File: src/hdl/gtba_pkg.sv
// Shared types and constants for the gated three-axis bias averager.
// Used by the top level and the bit-serial divider; depends on nothing.
`default_nettype none

package gtba_pkg;

    localparam int SAMPLE_BITS = 16;
    localparam int SUM_BITS    = 32;
    localparam int COUNT_BITS  = 16;
    localparam int MEAN_BITS   = 16;
    localparam int GATE_BITS   = 16;
    localparam int MAG_BITS    = SAMPLE_BITS + 1;
    localparam int STEP_BITS   = $clog2(SUM_BITS);

    localparam logic [COUNT_BITS-1:0] MAX_SAMPLES = COUNT_BITS'(65535);
    localparam logic [GATE_BITS-1:0]  GATE_RESET  = GATE_BITS'(32768);

    localparam logic CMD_SAMPLE = 1'b0;
    localparam logic CMD_CLEAR  = 1'b1;

    typedef logic signed [SUM_BITS-1:0]  sum_t;
    typedef logic        [COUNT_BITS-1:0] count_t;
    typedef logic signed [MEAN_BITS-1:0] mean_t;

    typedef enum logic [1:0] {
        S_IDLE,
        S_LOAD,
        S_DIV,
        S_DONE
    } state_t;

    // Control from the sequencer to the three dividers.
    typedef struct packed {
        logic load;
        logic step;
    } div_ctl_t;

endpackage

`default_nettype wire

File: src/hdl/gtba_div.sv
// Restoring bit-serial divider: one quotient bit per step, with sign and saturation.
// Depends on gtba_pkg for widths and the control struct.
`default_nettype none

module gtba_div
    import gtba_pkg::*;
(
    input  wire logic     clk,
    input  wire div_ctl_t ctl,
    input  wire sum_t     sum,
    input  wire count_t   count,
    output mean_t         mean
);

    localparam logic [SUM_BITS-1:0] POS_LIMIT = SUM_BITS'((2 ** (MEAN_BITS - 1)) - 1);
    localparam logic [SUM_BITS-1:0] NEG_LIMIT = SUM_BITS'(2 ** (MEAN_BITS - 1));

    // The dividend register shifts out the magnitude and shifts in quotient bits.
    logic [SUM_BITS-1:0]   dvd_reg, dvd_next;
    logic [COUNT_BITS-1:0] rem_reg, rem_next;
    logic                  neg_reg, neg_next;
    logic [COUNT_BITS:0]   trial;
    logic [COUNT_BITS:0]   diff;

    always_comb
    begin
        trial    = {rem_reg, dvd_reg[SUM_BITS-1]};
        diff     = trial - {1'b0, count};
        dvd_next = dvd_reg;
        rem_next = rem_reg;
        neg_next = neg_reg;
        if (ctl.load)
        begin
            neg_next = sum[SUM_BITS-1];
            dvd_next = sum[SUM_BITS-1] ? (~sum + SUM_BITS'(1)) : sum;
            rem_next = '0;
        end
        else if (ctl.step)
        begin
            if (trial >= {1'b0, count})
            begin
                rem_next = diff[COUNT_BITS-1:0];
                dvd_next = {dvd_reg[SUM_BITS-2:0], 1'b1};
            end
            else
            begin
                rem_next = trial[COUNT_BITS-1:0];
                dvd_next = {dvd_reg[SUM_BITS-2:0], 1'b0};
            end
        end
    end

    always_ff @(posedge clk)
    begin
        dvd_reg <= dvd_next;
        rem_reg <= rem_next;
        neg_reg <= neg_next;
    end

    // An empty accumulator reads as zero; otherwise apply sign and clamp.
    always_comb
    begin
        if (count == '0)
            mean = '0;
        else if (neg_reg)
        begin
            if (dvd_reg > NEG_LIMIT)
                mean = mean_t'(NEG_LIMIT[MEAN_BITS-1:0]);
            else
                mean = mean_t'(~dvd_reg[MEAN_BITS-1:0] + MEAN_BITS'(1));
        end
        else
        begin
            if (dvd_reg > POS_LIMIT)
                mean = mean_t'(POS_LIMIT[MEAN_BITS-1:0]);
            else
                mean = mean_t'(dvd_reg[MEAN_BITS-1:0]);
        end
    end

endmodule

`default_nettype wire

File: src/hdl/gated_three_axis_bias_averager.sv
// Gated three-axis bias averager: stillness gate, running sums and bit-serial means.
// An input item is accepted only while idle; the block then runs load, the 32-step
// restoring divider loop and the output hand-off before it is ready again; a stalled
// consumer holds the block in its last state.
// Reset (rst_n, asynchronous, active low) zeroes the sums and count, sets the gate
// to 32768 and leaves the block idle and ready. Depends on gtba_pkg and gtba_div.
`default_nettype none

module gated_three_axis_bias_averager
    import gtba_pkg::*;
(
    input  wire logic                        clk,
    input  wire logic                        rst_n,

    // Configuration: the stillness gate register.
    input  wire logic                        cfg_valid,
    output logic                             cfg_ready,
    input  wire logic [GATE_BITS-1:0]        cfg_data,

    // Input items.
    input  wire logic                        in_valid,
    output logic                             in_ready,
    input  wire logic                        command,
    input  wire logic signed [SAMPLE_BITS-1:0] sample_x,
    input  wire logic signed [SAMPLE_BITS-1:0] sample_y,
    input  wire logic signed [SAMPLE_BITS-1:0] sample_z,

    // Result items.
    output logic                             out_valid,
    input  wire logic                        out_ready,
    output logic                             accepted,
    output logic [COUNT_BITS-1:0]            sample_total,
    output logic signed [MEAN_BITS-1:0]      mean_x,
    output logic signed [MEAN_BITS-1:0]      mean_y,
    output logic signed [MEAN_BITS-1:0]      mean_z
);

    // Magnitude of a sample, one bit wider so the most negative value is exact.
    function automatic logic [MAG_BITS-1:0] magnitude(input logic [SAMPLE_BITS-1:0] v);
        logic [MAG_BITS-1:0] ext;
        begin
            ext = {v[SAMPLE_BITS-1], v};
            magnitude = v[SAMPLE_BITS-1] ? (~ext + MAG_BITS'(1)) : ext;
        end
    endfunction

    // Add a sign-extended sample to a sum, clamping at the signed sum limits.
    function automatic sum_t sat_add(input sum_t s, input logic [SAMPLE_BITS-1:0] v);
        logic [SUM_BITS:0] wide;
        begin
            wide = {s[SUM_BITS-1], s} + {{(SUM_BITS + 1 - SAMPLE_BITS){v[SAMPLE_BITS-1]}}, v};
            if (wide[SUM_BITS] != wide[SUM_BITS-1])
                sat_add = wide[SUM_BITS] ? {1'b1, {(SUM_BITS-1){1'b0}}}
                                         : {1'b0, {(SUM_BITS-1){1'b1}}};
            else
                sat_add = wide[SUM_BITS-1:0];
        end
    endfunction

    state_t                 state_reg, state_next;
    logic [STEP_BITS-1:0]   step_reg, step_next;
    logic [GATE_BITS-1:0]   gate_reg;
    sum_t                   sum_x_reg, sum_y_reg, sum_z_reg;
    count_t                 count_reg;
    logic                   acc_reg;
    logic                   out_valid_reg;

    logic                   in_fire;
    logic                   still;
    logic                   take;
    logic                   out_load;
    div_ctl_t               div_ctl;
    mean_t                  div_mean_x, div_mean_y, div_mean_z;

    // The gate register takes a write on any cycle; the host writes only while idle.
    assign cfg_ready = 1'b1;

    always_ff @(posedge clk or negedge rst_n)
    begin
        if (!rst_n)
            gate_reg <= GATE_RESET;
        else if (cfg_valid && cfg_ready)
            gate_reg <= cfg_data;
    end

    // Stillness gate and the count limit decide whether a sample joins the sums.
    assign in_fire = in_valid && in_ready;
    assign still   = (magnitude(sample_x) <= {1'b0, gate_reg}) &&
                     (magnitude(sample_y) <= {1'b0, gate_reg}) &&
                     (magnitude(sample_z) <= {1'b0, gate_reg});
    assign take    = (command == CMD_SAMPLE) && still && (count_reg < MAX_SAMPLES);

    // Accumulators change only when an item is accepted, so the dividers see
    // a steady count and steady sums for the whole division.
    always_ff @(posedge clk or negedge rst_n)
    begin
        if (!rst_n)
        begin
            sum_x_reg <= '0;
            sum_y_reg <= '0;
            sum_z_reg <= '0;
            count_reg <= '0;
            acc_reg   <= 1'b0;
        end
        else if (in_fire)
        begin
            if (command == CMD_CLEAR)
            begin
                sum_x_reg <= '0;
                sum_y_reg <= '0;
                sum_z_reg <= '0;
                count_reg <= '0;
                acc_reg   <= 1'b0;
            end
            else if (take)
            begin
                sum_x_reg <= sat_add(sum_x_reg, sample_x);
                sum_y_reg <= sat_add(sum_y_reg, sample_y);
                sum_z_reg <= sat_add(sum_z_reg, sample_z);
                count_reg <= count_reg + COUNT_BITS'(1);
                acc_reg   <= 1'b1;
            end
            else
                acc_reg   <= 1'b0;
        end
    end

    // Sequencer: load the dividers, run one quotient bit per cycle, then hand
    // the means to the output register once it is free.
    always_comb
    begin
        state_next = state_reg;
        step_next  = step_reg;
        case (state_reg)
            S_IDLE:
            begin
                if (in_fire)
                    state_next = S_LOAD;
            end
            S_LOAD:
            begin
                step_next  = '0;
                state_next = S_DIV;
            end
            S_DIV:
            begin
                step_next = step_reg + STEP_BITS'(1);
                if (step_reg == STEP_BITS'(SUM_BITS - 1))
                    state_next = S_DONE;
            end
            S_DONE:
            begin
                if (!out_valid_reg || out_ready)
                    state_next = S_IDLE;
            end
            default:
            begin
                state_next = S_IDLE;
            end
        endcase
    end

    always_comb
    begin
        in_ready     = 1'b0;
        div_ctl.load = 1'b0;
        div_ctl.step = 1'b0;
        out_load     = 1'b0;
        case (state_reg)
            S_IDLE: in_ready     = 1'b1;
            S_LOAD: div_ctl.load = 1'b1;
            S_DIV:  div_ctl.step = 1'b1;
            S_DONE: out_load     = !out_valid_reg || out_ready;
            default:
            begin
                in_ready = 1'b0;
            end
        endcase
    end

    always_ff @(posedge clk or negedge rst_n)
    begin
        if (!rst_n)
        begin
            state_reg <= S_IDLE;
            step_reg  <= '0;
        end
        else
        begin
            state_reg <= state_next;
            step_reg  <= step_next;
        end
    end

    // One serial divider per axis, all driven by the same sequencer.
    gtba_div u_div_x (
        .clk   (clk),
        .ctl   (div_ctl),
        .sum   (sum_x_reg),
        .count (count_reg),
        .mean  (div_mean_x)
    );

    gtba_div u_div_y (
        .clk   (clk),
        .ctl   (div_ctl),
        .sum   (sum_y_reg),
        .count (count_reg),
        .mean  (div_mean_y)
    );

    gtba_div u_div_z (
        .clk   (clk),
        .ctl   (div_ctl),
        .sum   (sum_z_reg),
        .count (count_reg),
        .mean  (div_mean_z)
    );

    // Output register: holds a finished item until the consumer takes it.
    always_ff @(posedge clk or negedge rst_n)
    begin
        if (!rst_n)
            out_valid_reg <= 1'b0;
        else if (out_load)
            out_valid_reg <= 1'b1;
        else if (out_ready)
            out_valid_reg <= 1'b0;
    end

    always_ff @(posedge clk)
    begin
        if (out_load)
        begin
            accepted     <= acc_reg;
            sample_total <= count_reg;
            mean_x       <= div_mean_x;
            mean_y       <= div_mean_y;
            mean_z       <= div_mean_z;
        end
    end

    assign out_valid = out_valid_reg;

    // A finished item always shows up on the output the cycle after loading.
    a_out_load_shows: assert property (@(posedge clk) disable iff (!rst_n)
        out_load |=> out_valid)
        else $error("output register did not present a loaded item");

    // A sample reported as added implies a nonzero count.
    a_acc_count: assert property (@(posedge clk) disable iff (!rst_n)
        (out_valid && accepted) |-> (sample_total != '0))
        else $error("accepted item reported with an empty count");

    // A clear command empties the accumulator.
    a_clear: assert property (@(posedge clk) disable iff (!rst_n)
        (in_fire && (command == CMD_CLEAR)) |=> (count_reg == '0))
        else $error("clear command left a nonzero count");

    // An accepted item is followed by the divider load, during which no new item is taken.
    a_no_take_busy: assert property (@(posedge clk) disable iff (!rst_n)
        in_fire |=> (!in_ready && div_ctl.load))
        else $error("accepted item did not start a division");

endmodule

`default_nettype wire
File: config.mk
export PLATFORM = sky130hd
export DESIGN_NAME = gated_three_axis_bias_averager
export DESIGN_NICKNAME = d
export VERILOG_FILES = /design/src/hdl/gtba_pkg.sv /design/src/hdl/gtba_div.sv /design/src/hdl/gated_three_axis_bias_averager.sv
export SDC_FILE = /design/constraint.sdc
export NUM_CORES = 1
export LEC_CHECK = 0
export BUFFER_PORTS_ARGS = -buffer_cell sky130_fd_sc_hd__buf_2
export CORE_ASPECT_RATIO = 1.25
export CORE_MARGIN = 1.5
export CORE_UTILIZATION = 45
export DETAILED_ROUTE_END_ITERATION = 10
export HOLD_SLACK_MARGIN = 0.1
export PLACE_DENSITY = 0.71
export SLEW_MARGIN = 10
export SYNTH_ARGS = -nofsm -noshare
export SYNTH_HDL_FRONTEND = slang
export SYNTH_SLANG_ARGS = --single-unit
File: constraint.sdc
create_clock -name clk -period 5.2 [get_ports clk]
set_input_delay 1.04 -clock clk [delete_from_list [all_inputs] [get_ports clk]]
set_output_delay 1.04 -clock clk [all_outputs]
set_load 0.02 [all_outputs]
# After elaboration in Yosys (flattened, before gate mapping)
# Cells that the tools add are included.
classes:
  addsub: 17
  shifts: 0
  eq_ne: 10
  div_mod_pow: 0
  bitwise_logic: 10
  muxes: 54
  magnitude_cmp: 13
  n_mul: 0
  reduce_logical: 15
op_table:
  columns: ["cell", "count"]
  rows:
  - ["2-to-1 mux 32 bit", 21]
  - ["2-to-1 mux 16 bit", 14]
  - ["adder 32 x 16 -> 33 bit", 3]
  - ["adder 32 x 2 -> 32 bit, second input constant", 3]
  - ["greater-than comparator 32 x 15 -> 1 bit, second input constant", 3]
  - ["greater-than comparator 32 x 16 -> 1 bit, second input constant", 3]
  - ["NOT 32 bit", 3]
  - ["adder 16 x 1 -> 16 bit, second input constant", 4]
  - ["adder 17 x 1 -> 17 bit, second input constant", 3]
  - ["greater-or-equal comparator 17 x 16 -> 1 bit", 3]
  - ["<= comparator 17 x 16 -> 1 bit", 3]
  - ["2-to-1 mux 17 bit", 3]
  - ["NOT 17 bit", 3]
  - ["NOT 16 bit", 3]
  - ["subtractor 16 bit", 3]
  - ["zero test 16 bit", 1]
  - ["less-than comparator 16 bit, second input constant", 1]
  - ["2-to-1 mux 1 bit", 11]
  - ["one-hot mux 5 bit (2 select lines)", 1]
  - ["one-hot mux 2 bit (4 select lines)", 1]
  - ["nonzero test 2 bit", 4]
  - ["2-to-1 mux 2 bit", 3]
  - ["!= test 2 bit, second input constant", 3]
  - ["adder 5 x 1 -> 5 bit, second input constant", 1]
  - ["other kinds (11)", 18]
word_totals:
  regBits: 349
  latchBits: 0
  rom_bits: 0
  mem_count: 0
  inputBits: 70
  output_inout_bits: 68
  wordCells: 142
  ram_bits: 0

# Depth between registers and ports, before layout
# Gate-level depths: netlist of the first run.
depth:
  ltp_word: 10
  ltp_mapped: 21
  mapped_depth_nobuf: 18

# Cells and area by module
# From an unflattened synthesis of the first run, not the netlist that was laid out.
unflattened:
  cells_unflattened: 3017
  area_unflattened_um2: 26977.1
by_module_without_submodules:
  columns: ["module", "cells_each", "n_inst", "area_each_um2"]
  rows:
  - ["gated_three_axis_bias_averager", 1514, 1, 14804.2]
  - ["gtba_div", 501, 3, 4057.6]

# Worst setup path before layout of the first run
# OpenSTA, ideal clock, no wires.
synth_timing:
  path_kind: "input to register"
  start: "in sample_z[3]"
  end: "reg sum_x_reg[4]"
  required_time_ps: 5074
  path_buffers: 3
  arrival_time_ps: 4815
  setup_ps: 126
  path_stages: 18
  setup_slack_ps: 259
  path_cell_list: "or3_1 > nor3_1 > nand3_1 > or3_1 > o31ai_1 > xnor2_1 > ha_1 > nand3_1 > o221ai_1 > a21o_1 > a221oi_1 > o221ai_1 > or2_1 > and2_1 > clkbuf_1 > clkbuf_1 > clkbuf_1 > a221o_1"
synth_via:
  elab_chain_len: 9
synth_lines:
  columns: ["item", "line_no", "rtl"]
  rows:
  - ["start: declaration", "gated_three_axis_bias_averager.sv:26", "input wire logic signed [SAMPLE_BITS-1:0] sample_z,"]
  - ["NOT 17 bit", "gated_three_axis_bias_averager.sv:43", "magnitude = v[SAMPLE_BITS-1] ? (~ext + MAG_BITS'(1)) : ext;"]
  - ["adder 17 x 1 -> 17 bit", "gated_three_axis_bias_averager.sv:43", null]
  - ["2-to-1 mux 17 bit (*)", "gated_three_axis_bias_averager.sv:43", null]
  - ["<= comparator 17 x 16 -> 1 bit (*)", "gated_three_axis_bias_averager.sv:90", "(magnitude(sample_z) <= {1'b0, gate_reg});"]
  - ["logical AND 1 bit (*)", "gated_three_axis_bias_averager.sv:89", "(magnitude(sample_y) <= {1'b0, gate_reg}) &&"]
  - ["logical AND 1 bit (*) (2 in a row)", "gated_three_axis_bias_averager.sv:91", "assign take = (command == CMD_SAMPLE) && still && (count_reg < MAX_SAMPLES);"]
  - ["nonzero test 2 bit (no line) (*)", null, null]
  - ["AND reduction 2 bit (no line) (*)", null, null]
  - ["end signal: assignment", "gated_three_axis_bias_averager.sv:117", "sum_x_reg <= sat_add(sum_x_reg, sample_x);"]
  - ["end: declaration", "gated_three_axis_bias_averager.sv:63", "sum_t sum_x_reg, sum_y_reg, sum_z_reg;"]
# Mark *: on every way between the ends. The rest lies on a longest branch, timed or not.
# A chain may end at the register's enable or synchronous reset.

# Worst setup path after layout of the first run
layout_timing:
  start: "in sample_y[0]"
  end: "reg sum_y_reg[15]"
layout_via:
  elab_chain_len: 10
layout_lines:
  columns: ["item", "line_no", "rtl"]
  rows:
  - ["start: declaration", "gated_three_axis_bias_averager.sv:25", "input wire logic signed [SAMPLE_BITS-1:0] sample_y,"]
  - ["NOT 17 bit", "gated_three_axis_bias_averager.sv:43", null]
  - ["adder 17 x 1 -> 17 bit", "gated_three_axis_bias_averager.sv:43", null]
  - ["2-to-1 mux 17 bit", "gated_three_axis_bias_averager.sv:43", null]
  - ["<= comparator 17 x 16 -> 1 bit", "gated_three_axis_bias_averager.sv:89", null]
  - ["logical AND 1 bit", "gated_three_axis_bias_averager.sv:88", "assign still = (magnitude(sample_x) <= {1'b0, gate_reg}) &&"]
  - ["logical AND 1 bit", "gated_three_axis_bias_averager.sv:89", null]
  - ["logical AND 1 bit (2 in a row)", "gated_three_axis_bias_averager.sv:91", null]
  - ["nonzero test 2 bit (no line)", null, null]
  - ["AND reduction 2 bit (no line)", null, null]
  - ["end signal: assignment", "gated_three_axis_bias_averager.sv:118", "sum_y_reg <= sat_add(sum_y_reg, sample_y);"]
  - ["end: declaration", "gated_three_axis_bias_averager.sv:63", null]
# Parallel ways exist; a longest one is shown, timed or not. The select of a mux whose other input is x is not followed.

==> results.sh, run 1 <==
export IMPL_worst_setup_path_type="primary input to flop"
export IMPL_fp_dieH_um=272
export IMPL_max_cap_violations=0
export IMPL_final_setup_worst_slack_ps=550
export IMPL_total_leakage_power_nw=12.3
export IMPL_cp_max_fo=60
export IMPL_fp_dieW_um=218
export IMPL_post_route_cells_drive_above_1_share_pct=9.97
export IMPL_clk_transition_reported_paths_ps=60
export IMPL_fin_cells=3809
export IMPL_synthesis_instances=2934
export IMPL_cts_sinks=349
export IMPL_worst_slew_pin_slew_ps=988
export IMPL_io_buffer_count=136
export IMPL_globalplace_congestion=0.899
export IMPL_worstPathRequired_ps=5610
export IMPL_rows=98
export IMPL_route_antenna_remaining_nets=0
export IMPL_placed_cells=3738
export IMPL_fin_crit_sh_pct=89.4
export IMPL_cts_setup_buffers=0
export IMPL_cts_tree="built"
export IMPL_layout_cells_most_common="sky130_fd_sc_hd__nor2_1"
export IMPL_drtIter0Drc=1593
export IMPL_final_core_util_pct=50.8
export IMPL_synth_enable_flop_cells=164
export IMPL_io_pins=138
export IMPL_wire_length_on_met2_um=30600
export IMPL_worstSetupEndpointType="flop"
export IMPL_groute_usage_overall_pct=22.2
export IMPL_mappedNetlistNets=3219
export IMPL_cellPowerDensity_nw_per_um2=623
export IMPL_ctsResizeCount=0
export IMPL_distinct_cell_type_count_of_the_synthesized_netlist=79
export IMPL_insertedDiodeCount=0
export IMPL_run_status="finished, final reports clean"
export IMPL_skew_ps=34.9
export IMPL_antenna_found_initial=0
export IMPL_root_buffer_selected_by_cts="sky130_fd_sc_hd__clkbuf_16"
export IMPL_ir_drop_uv=678
export IMPL_finalNetCount=3314
export IMPL_design_die_area_sq_um=59400
export IMPL_rsz0062_at_grt="no"
export IMPL_num_cts_buffers=39
export IMPL_commonest_cells_after_routing_fill_and_taps_aside="sky130_fd_sc_hd__nor2_1 (293), sky130_fd_sc_hd__a21oi_1 (233), sky130_fd_sc_hd__nand2_1 (222), sky130_fd_sc_hd__o21ai_0 (209), sky130_fd_sc_hd__ha_1 (206)"
export IMPL_remaining_drc_errors=0
export IMPL_yosys_warnings=0
export IMPL_post_route_min_period_ps=4650
export IMPL_grt_first_pass_wirelength_um=108000
export IMPL_synth_ff_type="sky130_fd_sc_hd__edfxtp_1"
export IMPL_cts_hold_buffers=0
export IMPL_detailed_place_hpwl_um=49700
export IMPL_clock_latency_ps=580
export IMPL_coreArea_sq_um=57300
export IMPL_postSynth_asyncResetShare_pct=39.3
export IMPL_setup_viol_count_final=0
export IMPL_max_clock_path_buffers=3
export IMPL_routed_wire_length_per_instance_um=17.5
export IMPL_ys_ff_latch=349
export IMPL_start_util_pct=45.6
export IMPL_synth_avg_cell_area_sq_um=8.89
export IMPL_setup_tns_final_ps=0
export IMPL_highest_signal_layer="met4"
export IMPL_relSlewSlack_pct=34.1
export IMPL_globalRoute_totalOverflow=0
export IMPL_layout_overhead_on_the_synthesized_area_pct=11.4
export IMPL_worst_setup_path_start_kind="primary input"
export IMPL_seq_area_frac_synth_pct=35.7
export IMPL_drt_met1_wl_um=30800
export IMPL_max_freq_mhz=215
export IMPL_netlist_area_sq_um=26100
export IMPL_dr_pass1_iters=5
export IMPL_detail_route_vias_per_cell=5.86
export IMPL_pre_cts_ws_ps=16.7
export IMPL_slew_violations=0
export IMPL_worst_hold_path_class="flop to flop"
export IMPL_grt_start_max_net_pins=109
export IMPL_routed_wl_met3_um=3460
export IMPL_arrival_ps=5060
export IMPL_cts_htree_levels=2
export IMPL_report_final_hold_viol_count=0
export IMPL_vias_in_the_first_global_route=20670
export IMPL_dr_total_vias=22320
export IMPL_drt_total_wl_um=66700
## stage by stage
step / power, W / hold WS (ps) / area [sq um]
floorplan: 0.0128 / 425 / 26100
global placement: 0.0150 / 442 / 27700
detailed placement: 0.0151 / 436 / 27700
CTS: 0.0182 / 451 / 29100
global route: 0.0196 / 456 / 29100
finish: 0.0181 / 450 / 29100
## worst max-delay path, cell delays in order
cell	delay, ps
sky130_fd_sc_hd__buf_2	130
sky130_fd_sc_hd__inv_1	80
sky130_fd_sc_hd__ha_1	160
sky130_fd_sc_hd__nand2_1	60
sky130_fd_sc_hd__or3_1	310
sky130_fd_sc_hd__or2_2	290
sky130_fd_sc_hd__nand2b_1	150
sky130_fd_sc_hd__o21ai_0	220
sky130_fd_sc_hd__xnor2_1	150
sky130_fd_sc_hd__ha_1	260
sky130_fd_sc_hd__nand3_1	140
sky130_fd_sc_hd__o21bai_1	100
sky130_fd_sc_hd__or3_1	380
sky130_fd_sc_hd__o211ai_1	320
sky130_fd_sc_hd__o221ai_1	220
sky130_fd_sc_hd__or2_1	290
sky130_fd_sc_hd__and2_4	170
sky130_fd_sc_hd__buf_12	200
sky130_fd_sc_hd__buf_4	210
sky130_fd_sc_hd__nand2_1	70
sky130_fd_sc_hd__o21ai_0	80
## worst paths after layout
| kind | from | endpoint | slack, ps | cells past startpoint |
|---|---|---|---|---|
| max | sample_y[0] | sum_y_reg[15]$_DFFE_PN0P_ | 550 | 21 |
| min | acc_reg$_DFFE_PN0P_ | accepted$_DFFE_PP_ | 450 | 0 |
| max reg2reg | sum_z_reg[0]$_DFFE_PN0P_ | sum_z_reg[16]$_DFFE_PN0P_ | 1250 | 12 |
| min reg2reg | acc_reg$_DFFE_PN0P_ | accepted$_DFFE_PP_ | 450 | 0 |
| max in group asynchronous | rst_n | sum_z_reg[15]$_DFFE_PN0P_ | 3700 | 2 |
| min in group asynchronous | rst_n | sum_y_reg[6]$_DFFE_PN0P_ | 560 | 1 |
## cells in the mapped netlist, types with 26 or more instances
| cell type | n | share of area [%] |
|---|---|---|
| sky130_fd_sc_hd__and3_1 | 28 | 0.67 |
| sky130_fd_sc_hd__a21oi_1 | 235 | 4.5 |
| sky130_fd_sc_hd__a31oi_1 | 43 | 1.0 |
| sky130_fd_sc_hd__edfxtp_1 | 164 | 19 |
| sky130_fd_sc_hd__mux2i_1 | 40 | 1.5 |
| sky130_fd_sc_hd__dfxtp_1 | 48 | 3.7 |
| sky130_fd_sc_hd__or3_1 | 61 | 1.5 |
| sky130_fd_sc_hd__nor3_1 | 43 | 0.82 |
| sky130_fd_sc_hd__inv_1 | 122 | 1.8 |
| sky130_fd_sc_hd__xor2_1 | 122 | 4.1 |
| sky130_fd_sc_hd__nand2_1 | 222 | 3.2 |
| sky130_fd_sc_hd__nand3_1 | 61 | 1.2 |
| sky130_fd_sc_hd__ha_1 | 209 | 10 |
| sky130_fd_sc_hd__a211oi_1 | 74 | 2.1 |
| sky130_fd_sc_hd__a21o_1 | 64 | 1.8 |
| sky130_fd_sc_hd__o31ai_1 | 47 | 1.4 |
| sky130_fd_sc_hd__dfrtp_1 | 136 | 13 |
| sky130_fd_sc_hd__xnor2_1 | 123 | 4.1 |
| sky130_fd_sc_hd__o41ai_1 | 26 | 0.87 |
| sky130_fd_sc_hd__clkbuf_1 | 101 | 1.5 |
| sky130_fd_sc_hd__a221o_1 | 65 | 2.5 |
| sky130_fd_sc_hd__o21ai_0 | 211 | 4.0 |
| sky130_fd_sc_hd__nor2_1 | 293 | 4.2 |
## cell families (layout without fill, tap and decap cells)
group / Yosys count / count (layout) / synth area share [%]
flip-flops: 349 / 349 / 35.7
XOR/XNOR: 245 / 245 / 8.22
AO/OA/AOI/OAI: 928 / 928 / 23.4
other: 1 / 1 / 0.0144
multiplexers: 46 / 46 / 1.79
adder cells (fa/ha/maj): 215 / 215 / 10.5
buffers and inverters: 246 / 371 / 3.65
AND/OR/NAND/NOR: 904 / 904 / 16.7
## where the power goes
group	switching (W)	internal (W)	leakage, nW
Combinational	0.00552	0.00392	7.85
Sequential	0.00121	0.00449	3.79
Clock	0.00120	0.00177	0.674
Total	0.00793	0.0102	12.3
## routing by layer
| layer | global-route usage [%] | vias to the layer above |
|---|---|---|
| met5 | 0 | - |
| met4 | 6.82 | 0 |
| met3 | 2.81 | 100 |
| met2 | 35.9 | 523 |
| li1 | - | 11156 |
| met1 | 30.9 | 10541 |
## layout make-up
| type | count | area [sq um] |
|---|---|---|
| flip-flops and latches | 349 | 9320 |
| fillers | 5389 | 28200 |
| clock buffers | 54 | 1150 |
| inverters | 123 | 462 |
| multi-input cells | 2339 | 15900 |
| well taps | 750 | 938 |
| clock inverters | 17 | 239 |
| repair buffers | 177 | 1080 |
No activity file was read; power rests on OpenSTA's default activity.
==> run 2: changes to the inputs <==
--- a/config.mk
+++ b/config.mk
@@ -12,6 +12,7 @@
 export DETAILED_ROUTE_END_ITERATION = 10
 export HOLD_SLACK_MARGIN = 0.1
 export PLACE_DENSITY = 0.71
+export RECOVER_POWER = 100
 export SLEW_MARGIN = 10
 export SYNTH_ARGS = -nofsm -noshare
 export SYNTH_HDL_FRONTEND = slang
==> run 2 against run 1 <==
  * The run now ends with capacitance limit, slew limit left
  * Non-clock buffer count unchanged
  * Sequential share of layout area increased by 0.22 points
  * Sequential cell count unchanged
  * Cell area decreased by 0.68%
==> results.sh, run 2 (synthesis gave the netlist of run 1 again) <==
export IMPL_violated_checks="capacitance limit, slew limit"
export IMPL_root_buffer_selected_by_cts="sky130_fd_sc_hd__clkbuf_16"
export IMPL_groute_usage_overall_pct=22.2
export IMPL_cp_cell_sequence="buf_2, inv_1, ha_1, nand2_1, or3_1, or2_2, nand2b_1, o21ai_0, xnor2_1, ha_1, nand3_1, o21bai_1, or3_1, o211ai_1, o221ai_1, or2_0, and2_0, buf_12, buf_4, nand2_1, o21ai_0"
export IMPL_globalplace_congestion=0.899
export IMPL_clock_latency_ps=580
export IMPL_setup_viol_count_final=0
export IMPL_drt_met1_wl_um=30800
export IMPL_drtIter0Drc=1605
export IMPL_worstSetupEndpointType="flop"
export IMPL_detailed_place_hpwl_um=49700
export IMPL_rows=98
export IMPL_final_setup_worst_slack_ps=442
export IMPL_cell_int_power_w=0.0101
export IMPL_layout_overhead_on_the_synthesized_area_pct=10.7
export IMPL_total_leakage_power_nw=12.1
export IMPL_arrival_ps=5170
export IMPL_wire_length_on_met2_um=30700
export IMPL_detail_route_vias_per_cell=5.86
export IMPL_cts_setup_buffers=0
export IMPL_remaining_drc_errors=0
export IMPL_dr_pass1_iters=6
export IMPL_netSwitchingFraction_pct=43.8
export IMPL_layout_cells_most_common="sky130_fd_sc_hd__nor2_1"
export IMPL_switchingPower_w=0.00792
export IMPL_rsz0062_at_grt="no"
export IMPL_drt_total_wl_um=66800
export IMPL_routed_wl_met3_um=3510
export IMPL_slew_violations=479
export IMPL_cts_tree="built"
export IMPL_cts_htree_levels=2
export IMPL_cp_max_fo=60
export IMPL_p_seq_share_pct=31.8
export IMPL_crit_buf_inv=4
export IMPL_antenna_found_initial=0
export IMPL_fp_dieW_um=218
export IMPL_coreArea_sq_um=57300
export IMPL_place_area_sq_um=27700
export IMPL_finalInstanceArea_sq_um=28900
export IMPL_num_cts_buffers=39
export IMPL_post_route_cells_drive_above_1_share_pct=7.19
export IMPL_worst_hold_path_class="flop to flop"
export IMPL_skew_ps=35.7
export IMPL_start_util_pct=45.6
export IMPL_post_route_min_period_ps=4760
export IMPL_worst_slew_pin_slew_ps=2670
export IMPL_grt_start_max_net_pins=109
export IMPL_crit_path_top_delay_cell="sky130_fd_sc_hd__or3_1"
export IMPL_grt_first_pass_wirelength_um=108000
export IMPL_max_stage_delay_ps=380
export IMPL_max_freq_mhz=210
export IMPL_design_die_area_sq_um=59400
export IMPL_relSlewSlack_pct=-78.2
export IMPL_dr_total_vias=22331
export IMPL_worst_setup_path_type="primary input to flop"
export IMPL_worst_setup_path_start_kind="primary input"
export IMPL_vias_in_the_first_global_route=20670
export IMPL_ctsResizeCount=0
export IMPL_cellPowerDensity_nw_per_um2=626
export IMPL_report_final_hold_viol_count=0
export IMPL_routed_wire_length_per_instance_um=17.5
export IMPL_commonest_cells_after_routing_fill_and_taps_aside="sky130_fd_sc_hd__nor2_1 (293), sky130_fd_sc_hd__a21oi_1 (233), sky130_fd_sc_hd__nand2_1 (222), sky130_fd_sc_hd__o21ai_0 (215), sky130_fd_sc_hd__ha_1 (209)"
export IMPL_ir_drop_uv=574
export IMPL_finalNetCount=3314
export IMPL_fin_crit_sh_pct=91.5
export IMPL_path_delay_family="simple AND/OR/NAND/NOR gates"
export IMPL_clk_transition_reported_paths_ps=60
export IMPL_worstPathRequired_ps=5610
export IMPL_pre_cts_ws_ps=16.7
export IMPL_globalRoute_totalOverflow=0
export IMPL_io_buffer_count=136
export IMPL_p_clk_share_pct=16.4
export IMPL_max_clock_path_buffers=3
export IMPL_fp_dieH_um=272
export IMPL_max_cap_violations=10
export IMPL_io_pins=138
export IMPL_insertedDiodeCount=0
export IMPL_route_antenna_remaining_nets=0
export IMPL_setup_tns_final_ps=0
export IMPL_highest_signal_layer="met4"
export IMPL_cts_sinks=349
export IMPL_power_consumption_w=0.0181
export IMPL_share_comb_of_total_power_pct=51.8
export IMPL_cts_hold_buffers=0
export IMPL_timing_hold_ws_ps=450
export IMPL_run_status="finished, violations left"
-- run 2: cell count changes in the layout (fill, tap and decap cells not counted), sizes merged --
cell / change
buf: -79
clkbuf: +79
-- run 2: cell type report --
class	count	area, sq um
inverter	123	462
clock buffer	54	1150
sequential	349	9320
tap	750	938
multi-input combinational	2339	15800
clock inverter	17	239
fill	5444	28400
timing repair buffer	177	943
-- run 2: worst register-to-register path, stage by stage (launching register included) --
cell                       delay (ps)
sky130_fd_sc_hd__dfrtp_1          630
sky130_fd_sc_hd__inv_1            270
sky130_fd_sc_hd__ha_1             360
sky130_fd_sc_hd__nor2b_1          180
sky130_fd_sc_hd__o31a_1           190
sky130_fd_sc_hd__o41ai_1           90
sky130_fd_sc_hd__a211o_1          320
sky130_fd_sc_hd__o211a_1          230
sky130_fd_sc_hd__o21ai_0         1310
sky130_fd_sc_hd__clkbuf_1         540
sky130_fd_sc_hd__mux2i_1          290
sky130_fd_sc_hd__a211oi_1         100
-- run 2: power groups by stage --
stage	clock network, W	logic, W	registers (W)
after floorplan	0	0.00727	0.00551
after global placement	0	0.00927	0.00569
after detailed placement	0	0.00938	0.00572
after CTS	0.00303	0.00945	0.00567
after global routing	0.00314	0.0105	0.00592
final	0.00296	0.00936	0.00575
-- run 2: per-layer routing --
metal  vias to the layer above  track usage (%)
met4                         0             6.82
met2                       516             35.9
met3                        96             2.81
li1                      11161                -
met1                     10558             30.9
met5                         -                0
-- run 2: worst paths after layout --
kind / start / end / slack, ps / depth (start not counted)
setup / recovery: sample_y[0] / sum_y_reg[15]$_DFFE_PN0P_ / 440 / 21
hold / removal: acc_reg$_DFFE_PN0P_ / accepted$_DFFE_PP_ / 450 / 0
setup reg to reg: count_reg[1]$_DFFE_PN0P_ / u_div_x.rem_reg[11]$_SDFFE_PP0P_ / 520 / 11
hold reg to reg: acc_reg$_DFFE_PN0P_ / accepted$_DFFE_PP_ / 450 / 0
max in group asynchronous: rst_n / sum_z_reg[15]$_DFFE_PN0P_ / 1630 / 2
min in group asynchronous: rst_n / sum_y_reg[6]$_DFFE_PN0P_ / 1170 / 1
-- run 2: stage by stage --
| stage | utilization [%] | instances |
|---|---|---|
| 3_5_place_dp | 48.3 | 3738 |
| 3_3_place_gp | 48.3 | 3738 |
| 6_report | 50.4 | 3809 |
| 4_1_cts | 50.8 | 3809 |
| 5_1_grt | 50.4 | 3809 |
| 2_1_floorplan | - | 2934 |
